[src/hdl/rlm_pkg.sv]
`timescale 1ns / 1ps
// ----------------------------------------------------------------------------
// rlm_pkg: shared definitions for the regex line matcher
// Field widths, command codes, pattern metacharacters and defaults.
// ----------------------------------------------------------------------------
package rlm_pkg;

  localparam int PATTERN_MAX_DEF = 32;

  localparam int CMD_W   = 2;
  localparam int IDX_W   = 5;
  localparam int BYTE_W  = 8;
  localparam int LEN_W   = 6;
  localparam int COUNT_W = 16;

  localparam logic [COUNT_W-1:0] COUNT_MAX = '1;

  typedef enum logic [CMD_W-1:0] {
    CMD_LOAD = 2'd0,
    CMD_TEXT = 2'd1,
    CMD_EOL  = 2'd2
  } cmd_t;

  localparam logic [BYTE_W-1:0] CH_CARET  = 8'h5E;
  localparam logic [BYTE_W-1:0] CH_DOLLAR = 8'h24;
  localparam logic [BYTE_W-1:0] CH_DOT    = 8'h2E;
  localparam logic [BYTE_W-1:0] CH_STAR   = 8'h2A;
  localparam logic [BYTE_W-1:0] CH_NUL    = 8'h00;

endpackage

[src/hdl/regex_line_matcher.sv]
`timescale 1ns / 1ps
// ----------------------------------------------------------------------------
// regex_line_matcher: streaming line matcher for a small regular expression
// Literals, '.', x*, leading '^' and trailing '$', tracked as a position set.
// ----------------------------------------------------------------------------
// Throughput: one word per cycle on the item channel unless stalled, set by the
//   position-set update (two log-depth star closures around the byte compare).
// An end-of-line word shows its result in the cycle after it is taken.
// The item channel stalls only while a result waits and the output stalls.
// Reset (rst, synchronous, active high) clears the line state, the count and
//   pattern_length; pattern store contents are left as they are.
module regex_line_matcher #(
  parameter int PATTERN_MAX = rlm_pkg::PATTERN_MAX_DEF
) (
  input  logic                          clk,
  input  logic                          rst,
  // configuration: pattern length register
  input  logic                          cfg_write,
  input  logic [rlm_pkg::LEN_W-1:0]     cfg_data,
  // item channel
  input  logic                          item_valid,
  output logic                          item_stall,
  input  logic [rlm_pkg::CMD_W-1:0]     command,
  input  logic [rlm_pkg::IDX_W-1:0]     pattern_index,
  input  logic [rlm_pkg::BYTE_W-1:0]    byte_value,
  // result channel
  output logic                          result_valid,
  input  logic                          result_stall,
  output logic                          line_matched,
  output logic [rlm_pkg::COUNT_W-1:0]   matched_line_count
);
  import rlm_pkg::*;

  localparam int PM = PATTERN_MAX;
  localparam int AW = $clog2(PM);

  // Pattern store plus per-entry class flags, captured at load time so the
  // token decode below is plain bit logic.
  logic [BYTE_W-1:0] store_byte [PM];
  logic [PM-1:0]     is_nonzero;
  logic [PM-1:0]     is_star;
  logic [PM-1:0]     is_dot;
  logic [PM-1:0]     is_dollar;
  logic [PM-1:0]     is_caret;

  logic [LEN_W-1:0]   pattern_length;
  logic [PM:0]        active;
  logic               line_hit;
  logic               line_cut;
  logic               at_line_start;
  logic [COUNT_W-1:0] match_total;

  logic               accept;
  logic [AW-1:0]      store_addr;

  // Decoded pattern view; bit PM of each vector is the accept slot.
  logic [PM:0] live;       // position is inside the effective pattern
  logic [PM:0] live_prev;
  logic [PM:0] acc;        // one-hot at the effective length
  logic [PM:0] star_at;    // position is x of an x* token
  logic [PM:0] anchor_at;  // position is the trailing '$'
  logic [PM:0] single_at;  // position consumes one byte and moves on
  logic [PM:0] match_at;   // position accepts the current byte
  logic        anchored;

  logic [PM:0] start_set;
  logic [PM:0] seed_set;
  logic [PM:0] cur_set;
  logic [PM:0] raw_set;
  logic [PM:0] adv_set;
  logic        base_hit;
  logic        adv_hit;
  logic        eol_hit;
  logic        text_live;

  // Star closure as a stride-2 prefix scan: a live x* position also enables
  // whatever follows the token, transitively.
  function automatic logic [PM:0] star_close(input logic [PM:0] set_in,
                                             input logic [PM:0] star_in);
    logic [PM:0] g;
    logic [PM:0] p;
    logic [PM:0] g_prev;
    logic [PM:0] p_prev;
    g = set_in;
    p = '0;
    for (int j = 2; j <= PM; j++) begin
      p[j] = star_in[j-2];
    end
    for (int s = 2; s <= PM; s = s * 2) begin
      g_prev = g;
      p_prev = p;
      for (int j = s; j <= PM; j++) begin
        g[j] = g_prev[j] | (p_prev[j] & g_prev[j-s]);
        p[j] = p_prev[j] & p_prev[j-s];
      end
    end
    return g;
  endfunction

  assign accept     = item_valid && !item_stall;
  assign item_stall = result_valid && result_stall;
  assign store_addr = AW'(pattern_index);

  // Effective length: stop at the first zero byte or at pattern_length.
  always_comb begin
    live = '0;
    for (int i = 0; i < PM; i++) begin
      live[i] = is_nonzero[i] && (int'(pattern_length) > i);
    end
    for (int s = 1; s <= PM; s = s * 2) begin
      live_prev = live;
      for (int j = s; j <= PM; j++) begin
        live[j] = live_prev[j] & live_prev[j-s];
      end
    end
  end

  always_comb begin
    acc       = '0;
    star_at   = '0;
    anchor_at = '0;
    single_at = '0;
    match_at  = '0;
    acc[0]    = !live[0];
    for (int i = 1; i <= PM; i++) begin
      acc[i] = live[i-1] & !live[i];
    end
    for (int i = 0; i < PM - 1; i++) begin
      star_at[i] = live[i+1] & is_star[i+1];
    end
    for (int i = 0; i < PM; i++) begin
      anchor_at[i] = live[i] & is_dollar[i] & acc[i+1];
      single_at[i] = live[i] & !star_at[i] & !anchor_at[i];
      match_at[i]  = is_dot[i] | (store_byte[i] == byte_value);
    end
    anchored = live[0] & is_caret[0];
  end

  always_comb begin
    start_set    = '0;
    start_set[0] = !anchored;
    start_set[1] = anchored;
    seed_set     = star_close(start_set, star_at);
    cur_set      = at_line_start ? seed_set : active;
    base_hit     = line_hit | (at_line_start & (|(seed_set & acc)));

    // advance by one byte, then re-seed the start when unanchored
    raw_set    = (cur_set & match_at & star_at)
               | ((cur_set & match_at & single_at) << 1);
    raw_set[0] = raw_set[0] | !anchored;
    adv_set    = star_close(raw_set, star_at);
    adv_hit    = |(adv_set & acc);

    text_live  = !line_cut && (byte_value != CH_NUL);
    eol_hit    = base_hit | (|(cur_set & acc)) | (|(cur_set & anchor_at));
  end

  // Pattern store: no reset, entries are defined once loaded.
  always_ff @(posedge clk) begin
    if (accept && cmd_t'(command) == CMD_LOAD && int'(pattern_index) < PM) begin
      store_byte[store_addr] <= byte_value;
      is_nonzero[store_addr] <= (byte_value != CH_NUL);
      is_star[store_addr]    <= (byte_value == CH_STAR);
      is_dot[store_addr]     <= (byte_value == CH_DOT);
      is_dollar[store_addr]  <= (byte_value == CH_DOLLAR);
      is_caret[store_addr]   <= (byte_value == CH_CARET);
    end
  end

  // Line state, count and the result register.
  always_ff @(posedge clk) begin
    if (rst) begin
      pattern_length <= '0;
      active         <= {{PM{1'b0}}, 1'b1};
      line_hit       <= 1'b0;
      line_cut       <= 1'b0;
      at_line_start  <= 1'b1;
      match_total    <= '0;
      result_valid   <= 1'b0;
    end else begin
      if (cfg_write) begin
        pattern_length <= cfg_data;
      end
      // load a result on end of line, else drop it once it is taken
      if (accept && cmd_t'(command) == CMD_EOL) begin
        result_valid <= 1'b1;
      end else if (result_valid && !result_stall) begin
        result_valid <= 1'b0;
      end
      if (accept) begin
        case (cmd_t'(command))
          CMD_TEXT: begin
            at_line_start <= 1'b0;
            active        <= text_live ? adv_set : cur_set;
            line_hit      <= base_hit | (text_live & adv_hit);
            line_cut      <= line_cut | (byte_value == CH_NUL);
          end
          CMD_EOL: begin
            active        <= cur_set;
            line_hit      <= 1'b0;
            line_cut      <= 1'b0;
            at_line_start <= 1'b1;
            line_matched  <= eol_hit;
            if (eol_hit && match_total != COUNT_MAX) begin
              match_total        <= match_total + 1'b1;
              matched_line_count <= match_total + 1'b1;
            end else begin
              matched_line_count <= match_total;
            end
          end
          default: begin
            // pattern loads are handled by the store; other codes do nothing
          end
        endcase
      end
    end
  end

  // --------------------------------------------------------------------------
  // Assertions
  // --------------------------------------------------------------------------
  a_eol_gives_result: assert property (@(posedge clk) disable iff (rst)
    accept && cmd_t'(command) == CMD_EOL |=> result_valid)
    else $error("end of line did not raise a result");

  a_stall_only_when_full: assert property (@(posedge clk) disable iff (rst)
    item_stall |-> result_valid)
    else $error("item channel stalled with no pending result");

  a_eol_clears_line: assert property (@(posedge clk) disable iff (rst)
    accept && cmd_t'(command) == CMD_EOL |=> at_line_start && !line_hit && !line_cut)
    else $error("line state not cleared after end of line");

  a_count_steps: assert property (@(posedge clk) disable iff (rst)
    accept && cmd_t'(command) == CMD_EOL && eol_hit && match_total != COUNT_MAX
    |=> match_total == $past(match_total) + 1'b1)
    else $error("matched line count did not advance");

  a_count_monotonic: assert property (@(posedge clk) disable iff (rst)
    $past(!rst) |-> match_total >= $past(match_total))
    else $error("matched line count went down");

endmodule
[config.mk]
export PLATFORM = sky130hd
export DESIGN_NAME = regex_line_matcher
export DESIGN_NICKNAME = d
export VERILOG_FILES = /design/src/hdl/rlm_pkg.sv /design/src/hdl/regex_line_matcher.sv
export SDC_FILE = /design/constraint.sdc
export NUM_CORES = 1
export LEC_CHECK = 0
export BUFFER_PORTS_ARGS = -buffer_cell sky130_fd_sc_hd__buf_2
export CAP_MARGIN = 20
export CORE_UTILIZATION = 55
export CTS_CLUSTER_DIAMETER = 120
export CTS_CLUSTER_SIZE = 28
export DETAILED_ROUTE_END_ITERATION = 6
export PLACE_DENSITY = 0.74
export SLEW_MARGIN = 20
export SYNTH_ARGS = -nofsm -noshare
export SYNTH_HDL_FRONTEND = slang
export SYNTH_SLANG_ARGS = --single-unit
export TNS_END_PERCENT = 10
[constraint.sdc]
create_clock -name clk -period 12.17 [get_ports clk]
set_input_delay 1.8255 -clock clk [delete_from_list [all_inputs] [get_ports clk]]
set_output_delay 1.8255 -clock clk [all_outputs]
set_load 0.02 [all_outputs]
# == Word level (Yosys, flattened, before mapping) ==
# Memory sizes are Yosys's and may differ from the RTL's.
# Cells that the tools add are included.
# word_totals
in_bits,26
reg_bits,236
out_inout_bits,19
elab_cells,935
mem_bits_rw,256
memories,1
# op_classes
order_cmp,34
reduce_logical,151
add_sub_neg,1
n_eq_ne,39
bitwise_logic,677
mux,18
# memory_table
name,depth,width,read_ports,rd_clocked_by_memory_dff,wr,line,rtl
store_byte,32,8,32,0,1,regex_line_matcher.sv:39,logic [BYTE_W-1:0] store_byte [PM];
# ops
operator,count
AND 1 bit,527
== test 8 bit,32
bitwise mux 32 bit,5
OR 1 bit,141
OR reduction 33 bit,4
AND 33 bit,3
logical NOT 1 bit,99
"greater-than comparator 6 x 5 -> 1 bit, second input constant",16
AND 33 x 32 -> 33 bit,2
two-way mux 33 bit,2
case mux 33 bit (2 select lines),1
"greater-than comparator 6 x 4 -> 1 bit, second input constant",8
logical AND 1 bit,40
AND 33 x 31 -> 33 bit,1
OR 33 bit,1
AND 32 bit,1
"== test 8 x 6 -> 1 bit, second input constant",3
"greater-than comparator 6 x 3 -> 1 bit, second input constant",4
"adder 16 x 1 -> 16 bit, second input constant",1
two-way mux 16 bit,1
"!= test 16 bit, second input constant",1
"greater-than comparator 6 x 1 -> 1 bit, second input constant",2
"greater-than comparator 6 x 2 -> 1 bit, second input constant",2
"== test 8 x 7 -> 1 bit, second input constant",1
other kinds (14),22

# == Logic depth before layout (Yosys ltp) ==
# logic_depth
word_depth,31
depth_mapped,21
ltp_nobuf,14

# == Worst setup path after synthesis ==
# OpenSTA, ideal clock, no wires.
# synth_path
kind,input to register
from,input port byte_value[5] (netlist bit)
to,"register is_dot[0], data pin"
slack_ns,6.995
cell_stages,6
required_time_ns,11.709
setup_time_ns,0.461
path_buffers,4
arrival_ns,4.714
cell_sequence,buf_2 > buf_2 > buf_2 > buf_1 > nor4b_1 > nor3b_1
# synth_via
elab_chain_cells,2
# synth_rtl
element,line,rtl
"start, declared",regex_line_matcher.sv:25,"input logic [rlm_pkg::BYTE_W-1:0] byte_value,"
== test 8 x 6 -> 1 bit,regex_line_matcher.sv:164,is_dot[store_addr] <= (byte_value == CH_DOT);
bitwise mux 32 bit,regex_line_matcher.sv:164,
"end signal, assigned by index",regex_line_matcher.sv:164,
"end, declared",regex_line_matcher.sv:42,logic [PM-1:0] is_dot;
# No other way between the ends.
# A chain may end at the register's enable or synchronous reset.

# == Worst setup path after layout ==
# layout_path
from,register pattern_length[3]
to,register match_total[8]
# layout_via
elab_chain_cells,21
# layout_rtl
element,line,rtl
"start, declared",regex_line_matcher.sv:46,logic [LEN_W-1:0] pattern_length;
"start signal, assigned",regex_line_matcher.sv:182,pattern_length <= cfg_data;
greater-than comparator 6 x 5 -> 1 bit (tied with other cells),regex_line_matcher.sv:108,live[i] = is_nonzero[i] && (int'(pattern_length) > i);
logical AND 1 bit,regex_line_matcher.sv:108,
AND 1 bit (5 in a row),regex_line_matcher.sv:113,live[j] = live_prev[j] & live_prev[j-s];
AND 1 bit,regex_line_matcher.sv:129,star_at[i] = live[i+1] & is_star[i+1];
AND 1 bit (4 in a row),regex_line_matcher.sv:94,p[j] = p_prev[j] & p_prev[j-s];
AND 1 bit,regex_line_matcher.sv:93,g[j] = g_prev[j] | (p_prev[j] & g_prev[j-s]);
AND 33 bit,regex_line_matcher.sv:145,base_hit = line_hit | (at_line_start & (|(seed_set & acc)));
OR reduction 33 bit,regex_line_matcher.sv:145,
AND 1 bit,regex_line_matcher.sv:145,
OR 1 bit,regex_line_matcher.sv:145,
OR 1 bit,regex_line_matcher.sv:155,eol_hit = base_hit | (|(cur_set & acc)) | (|(cur_set & anchor_at));
OR 1 bit (*),regex_line_matcher.sv:155,
logical AND 1 bit (*),regex_line_matcher.sv:204,if (eol_hit && match_total != COUNT_MAX) begin
two-way mux 16 bit (*),-,
"end signal, assigned",regex_line_matcher.sv:205,match_total <= match_total + 1'b1;
"end, declared",regex_line_matcher.sv:51,logic [COUNT_W-1:0] match_total;
# Every way passes the cells marked *; elsewhere a longest branch is shown, timed or not.

==> results.sh <==
export IMPL_status="complete, but fails checks"
export IMPL_violations="design-rule violations"
export IMPL_cts_made_buffers=22
export IMPL_p_per_area_nw_per_um2=108
export IMPL_fill_cells=3500
export IMPL_path_clk_slew_ns=0.10
export IMPL_antenna_found_initial=2
export IMPL_grt_max_degree=68
export IMPL_p_leak_nw=8.34
export IMPL_fin_skew_ns=0.0473
export IMPL_placementRows=76
export IMPL_rr_startpoint="pattern_length[3]"
export IMPL_cts_resized_gates=0
export IMPL_cts_post_setup_buffers_inserted=0
export IMPL_ys_types=100
export IMPL_critPathTopFamily="simple AND/OR/NAND/NOR gates"
export IMPL_via_count=19700
export IMPL_syn2layout_area_growth_pct=5.89
export IMPL_drive_gt1_share_pct=8.28
export IMPL_final_setup_viol_count=0
export IMPL_final_hold_viol_count=0
export IMPL_drtIter0Drc=3011
export IMPL_htreeDepth=1
export IMPL_worstPathRequired_ns=12.71
export IMPL_die_h_um=213
export IMPL_drv_slew=0
export IMPL_start_util_pct=56.4
export IMPL_drc=1
export IMPL_core_area_um2=43500
export IMPL_ys_seq_area_share_pct=54.0
export IMPL_timing_fmax_mhz=152
export IMPL_ys_flop_type="edfxtp_1"
export IMPL_fin_tns_setup_ns=0
export IMPL_crit_start="pattern_length[3]"
export IMPL_critPathMaxFanout=27
export IMPL_min_to="active[13]"
export IMPL_num_io_pins=45
export IMPL_nets=2284
export IMPL_ant_nets=0
export IMPL_postSynthAreaPerCell_um2=10.8
export IMPL_finalWeightedCongestion=1.11
export IMPL_crit_chain="or3_1 > o211ai_2 > nor3_2 > and4_1 > nand3_1 > nor4_1 > a31oi_1 > nor2_1 > or4_1 > nor3_1 > o21bai_4 > or2_1 > or4_1 > a21oi_1"
export IMPL_clockPowerShare_pct=31.4
export IMPL_tritoncts="done"
export IMPL_clk_latency_ns=0.62
export IMPL_cts_root_buffer="clkbuf_16"
export IMPL_track_usage_pct=36.7
export IMPL_reg2regPathDepth=14
export IMPL_cap_violations=0
export IMPL_seqPwrFrac_pct=61.8
export IMPL_dr_pass1_iters=7
export IMPL_async_reset_ff_share_pct=0
export IMPL_tightest_slew_ns=1.13
export IMPL_p_sw_w=0.000668
export IMPL_worst_setup_path_end_kind="register"
export IMPL_period_share_pct=54.2
export IMPL_combPwrFrac_pct=6.8
export IMPL_grt_pass1_vias=18500
export IMPL_ys_warn_count=0
export IMPL_ys_ff_latch=460
export IMPL_diodes=0
export IMPL_vdd_drop_max_uv=149
export IMPL_routed_wl_mm=82.8
export IMPL_vias_per_cell=6.89
export IMPL_crit_cells=14
export IMPL_synth_edf_count=401
export IMPL_synth_area_um2=24500
export IMPL_utilization_pct=59.7
export IMPL_reg2reg_slack_ns=5.58
export IMPL_layout_commonest_cell="edfxtp_1"
export IMPL_hold_path_class="register to register"
export IMPL_rsz0062_at_grt="no"
export IMPL_crit_top_cell="or4_1"
export IMPL_postSynthCellCount=2261
export IMPL_die_x_um=213
export IMPL_holdBufCountCts=0
export IMPL_whs_path_depth=2
export IMPL_path_buf_inv=0
export IMPL_cp_start_kind="register"
export IMPL_p_int_w=0.00213
export IMPL_crit_type="register to register"
export IMPL_port_buffers=44
export IMPL_cts_max_path_buffers=3
export IMPL_synth_nets=2290
export IMPL_grt_pass1_wl_mm=121
export IMPL_critPathArrivalTime_ns=7.13
export IMPL_cts_num_sinks=460
export IMPL_rr_endpoint="match_total[8]"
export IMPL_cp_slowest_stage_delay_ns=1.05
export IMPL_die_area_um2=45400
export IMPL_period_needed_ns=6.59
export IMPL_power_share_switching_pct=23.8
export IMPL_hold_start="active[13]"
export IMPL_globalRouteOverflowTotal=0
export IMPL_mostFrequentLayoutCells="401 x edfxtp_1, 239 x xor2_1, 189 x nor2_1, 185 x nand2_1, 110 x a21oi_1"
export IMPL_cpMaxStageDelayCell="dfxtp_1"
export IMPL_wl_per_cell_um=29.0
export IMPL_dp_hpwl_mm=60.9
export IMPL_slew_headroom_pct=23.7
## worst max-delay path by stage
| stage | to | slack [ns] |
|---|---|---|
| after floorplan | is_dot[0] | 6.99 |
| after global placement | line_hit | 5.50 |
| after detailed placement | line_hit | 5.32 |
| after CTS | line_hit | 5.90 |
| after global routing | match_total[9] | 5.46 |
| final | match_total[8] | 5.58 |
## state kept, by name, indices dropped and copies added (netlist names)
register,flops
is_star,31
line_matched,1
is_nonzero,32
pattern_length,6
at_line_start,1
active,33
is_dollar,32
line_cut,1
line_hit,1
is_caret,1
match_total,16
matched_line_count,16
is_dot,32
result_valid,1
store_byte,256
## layout make-up
class                           instances  area [um^2]  area share (%)
Sequential cell                       460        13200            51.0
Multi-Input combinational cell       1653        10600            40.8
Tap cell                              585          732            2.82
Clock buffer                           34          596            2.30
Timing Repair Buffer                   86          556            2.14
Clock inverter                          6          121           0.468
Inverter                               32          120           0.463
## Yosys cell counts (37+ instances only)
library cell  instances  area (um^2)
edfxtp_1            401        12000
xor2_1              239         2090
nor2_1              196          736
nand2_1             185          694
a21oi_1             111          556
nand3_1             104          521
nor4_1               92          576
o21ai_0              67          335
nor3_1               60          300
dfxtp_1              59         1180
nand4_1              54          338
buf_2                45          225
clkbuf_1             41          154
and3_1               39          244
xnor2_1              37          324
## metal layers
layer  share of wire, %  vias up  global-route usage, %
li1                   -     8595                      -
met1                 41     9653                   52.0
met2                 44     1225                   55.5
met3                 11      190                   8.62
met4                3.9        4                   11.9
met5              0.025        -                      0
## per-stage QoR
stage          total power, W  instances  hold WS [ns]  setup WS [ns]  area, um^2
2_1_floorplan         0.00189       2261         0.427           6.99       24500
3_3_place_gp          0.00195       2814         0.437           5.50       25200
3_5_place_dp          0.00195       2815         0.444           5.32       25200
4_1_cts               0.00280       2855         0.462           5.90       25900
5_1_grt               0.00287       2856         0.479           5.46       25900
6_report              0.00280       2856         0.460           5.58       25900
## cell families (layout without fill, tap and decap cells)
| kind of cell | count (synthesis) | count (layout) | share of synthesized area (%) |
|---|---|---|---|
| simple gates | 906 | 906 | 19.4 |
| compound gates | 448 | 448 | 12.8 |
| mux | 20 | 20 | 0.853 |
| buf+inv | 148 | 158 | 2.94 |
| xor+xnor | 276 | 276 | 9.87 |
| flops | 460 | 460 | 54.0 |
| fa+ha+maj | 3 | 3 | 0.153 |
## worst min-delay path, cell delays in order, from the launching register on
cell and delay, ns:
dfxtp_1 0.32, nand2_1 0.05, a21oi_1 0.05
## power by group through the flow
stage	clock network [W]	logic, W	registers [W]
3_5_place_dp	0	0.000185	0.00177
2_1_floorplan	0	0.000130	0.00176
6_report	0.000880	0.000190	0.00173
3_3_place_gp	0	0.000180	0.00177
4_1_cts	0.000887	0.000187	0.00173
5_1_grt	0.000933	0.000203	0.00173
Note: power is estimated with default switching activity, not from simulation.
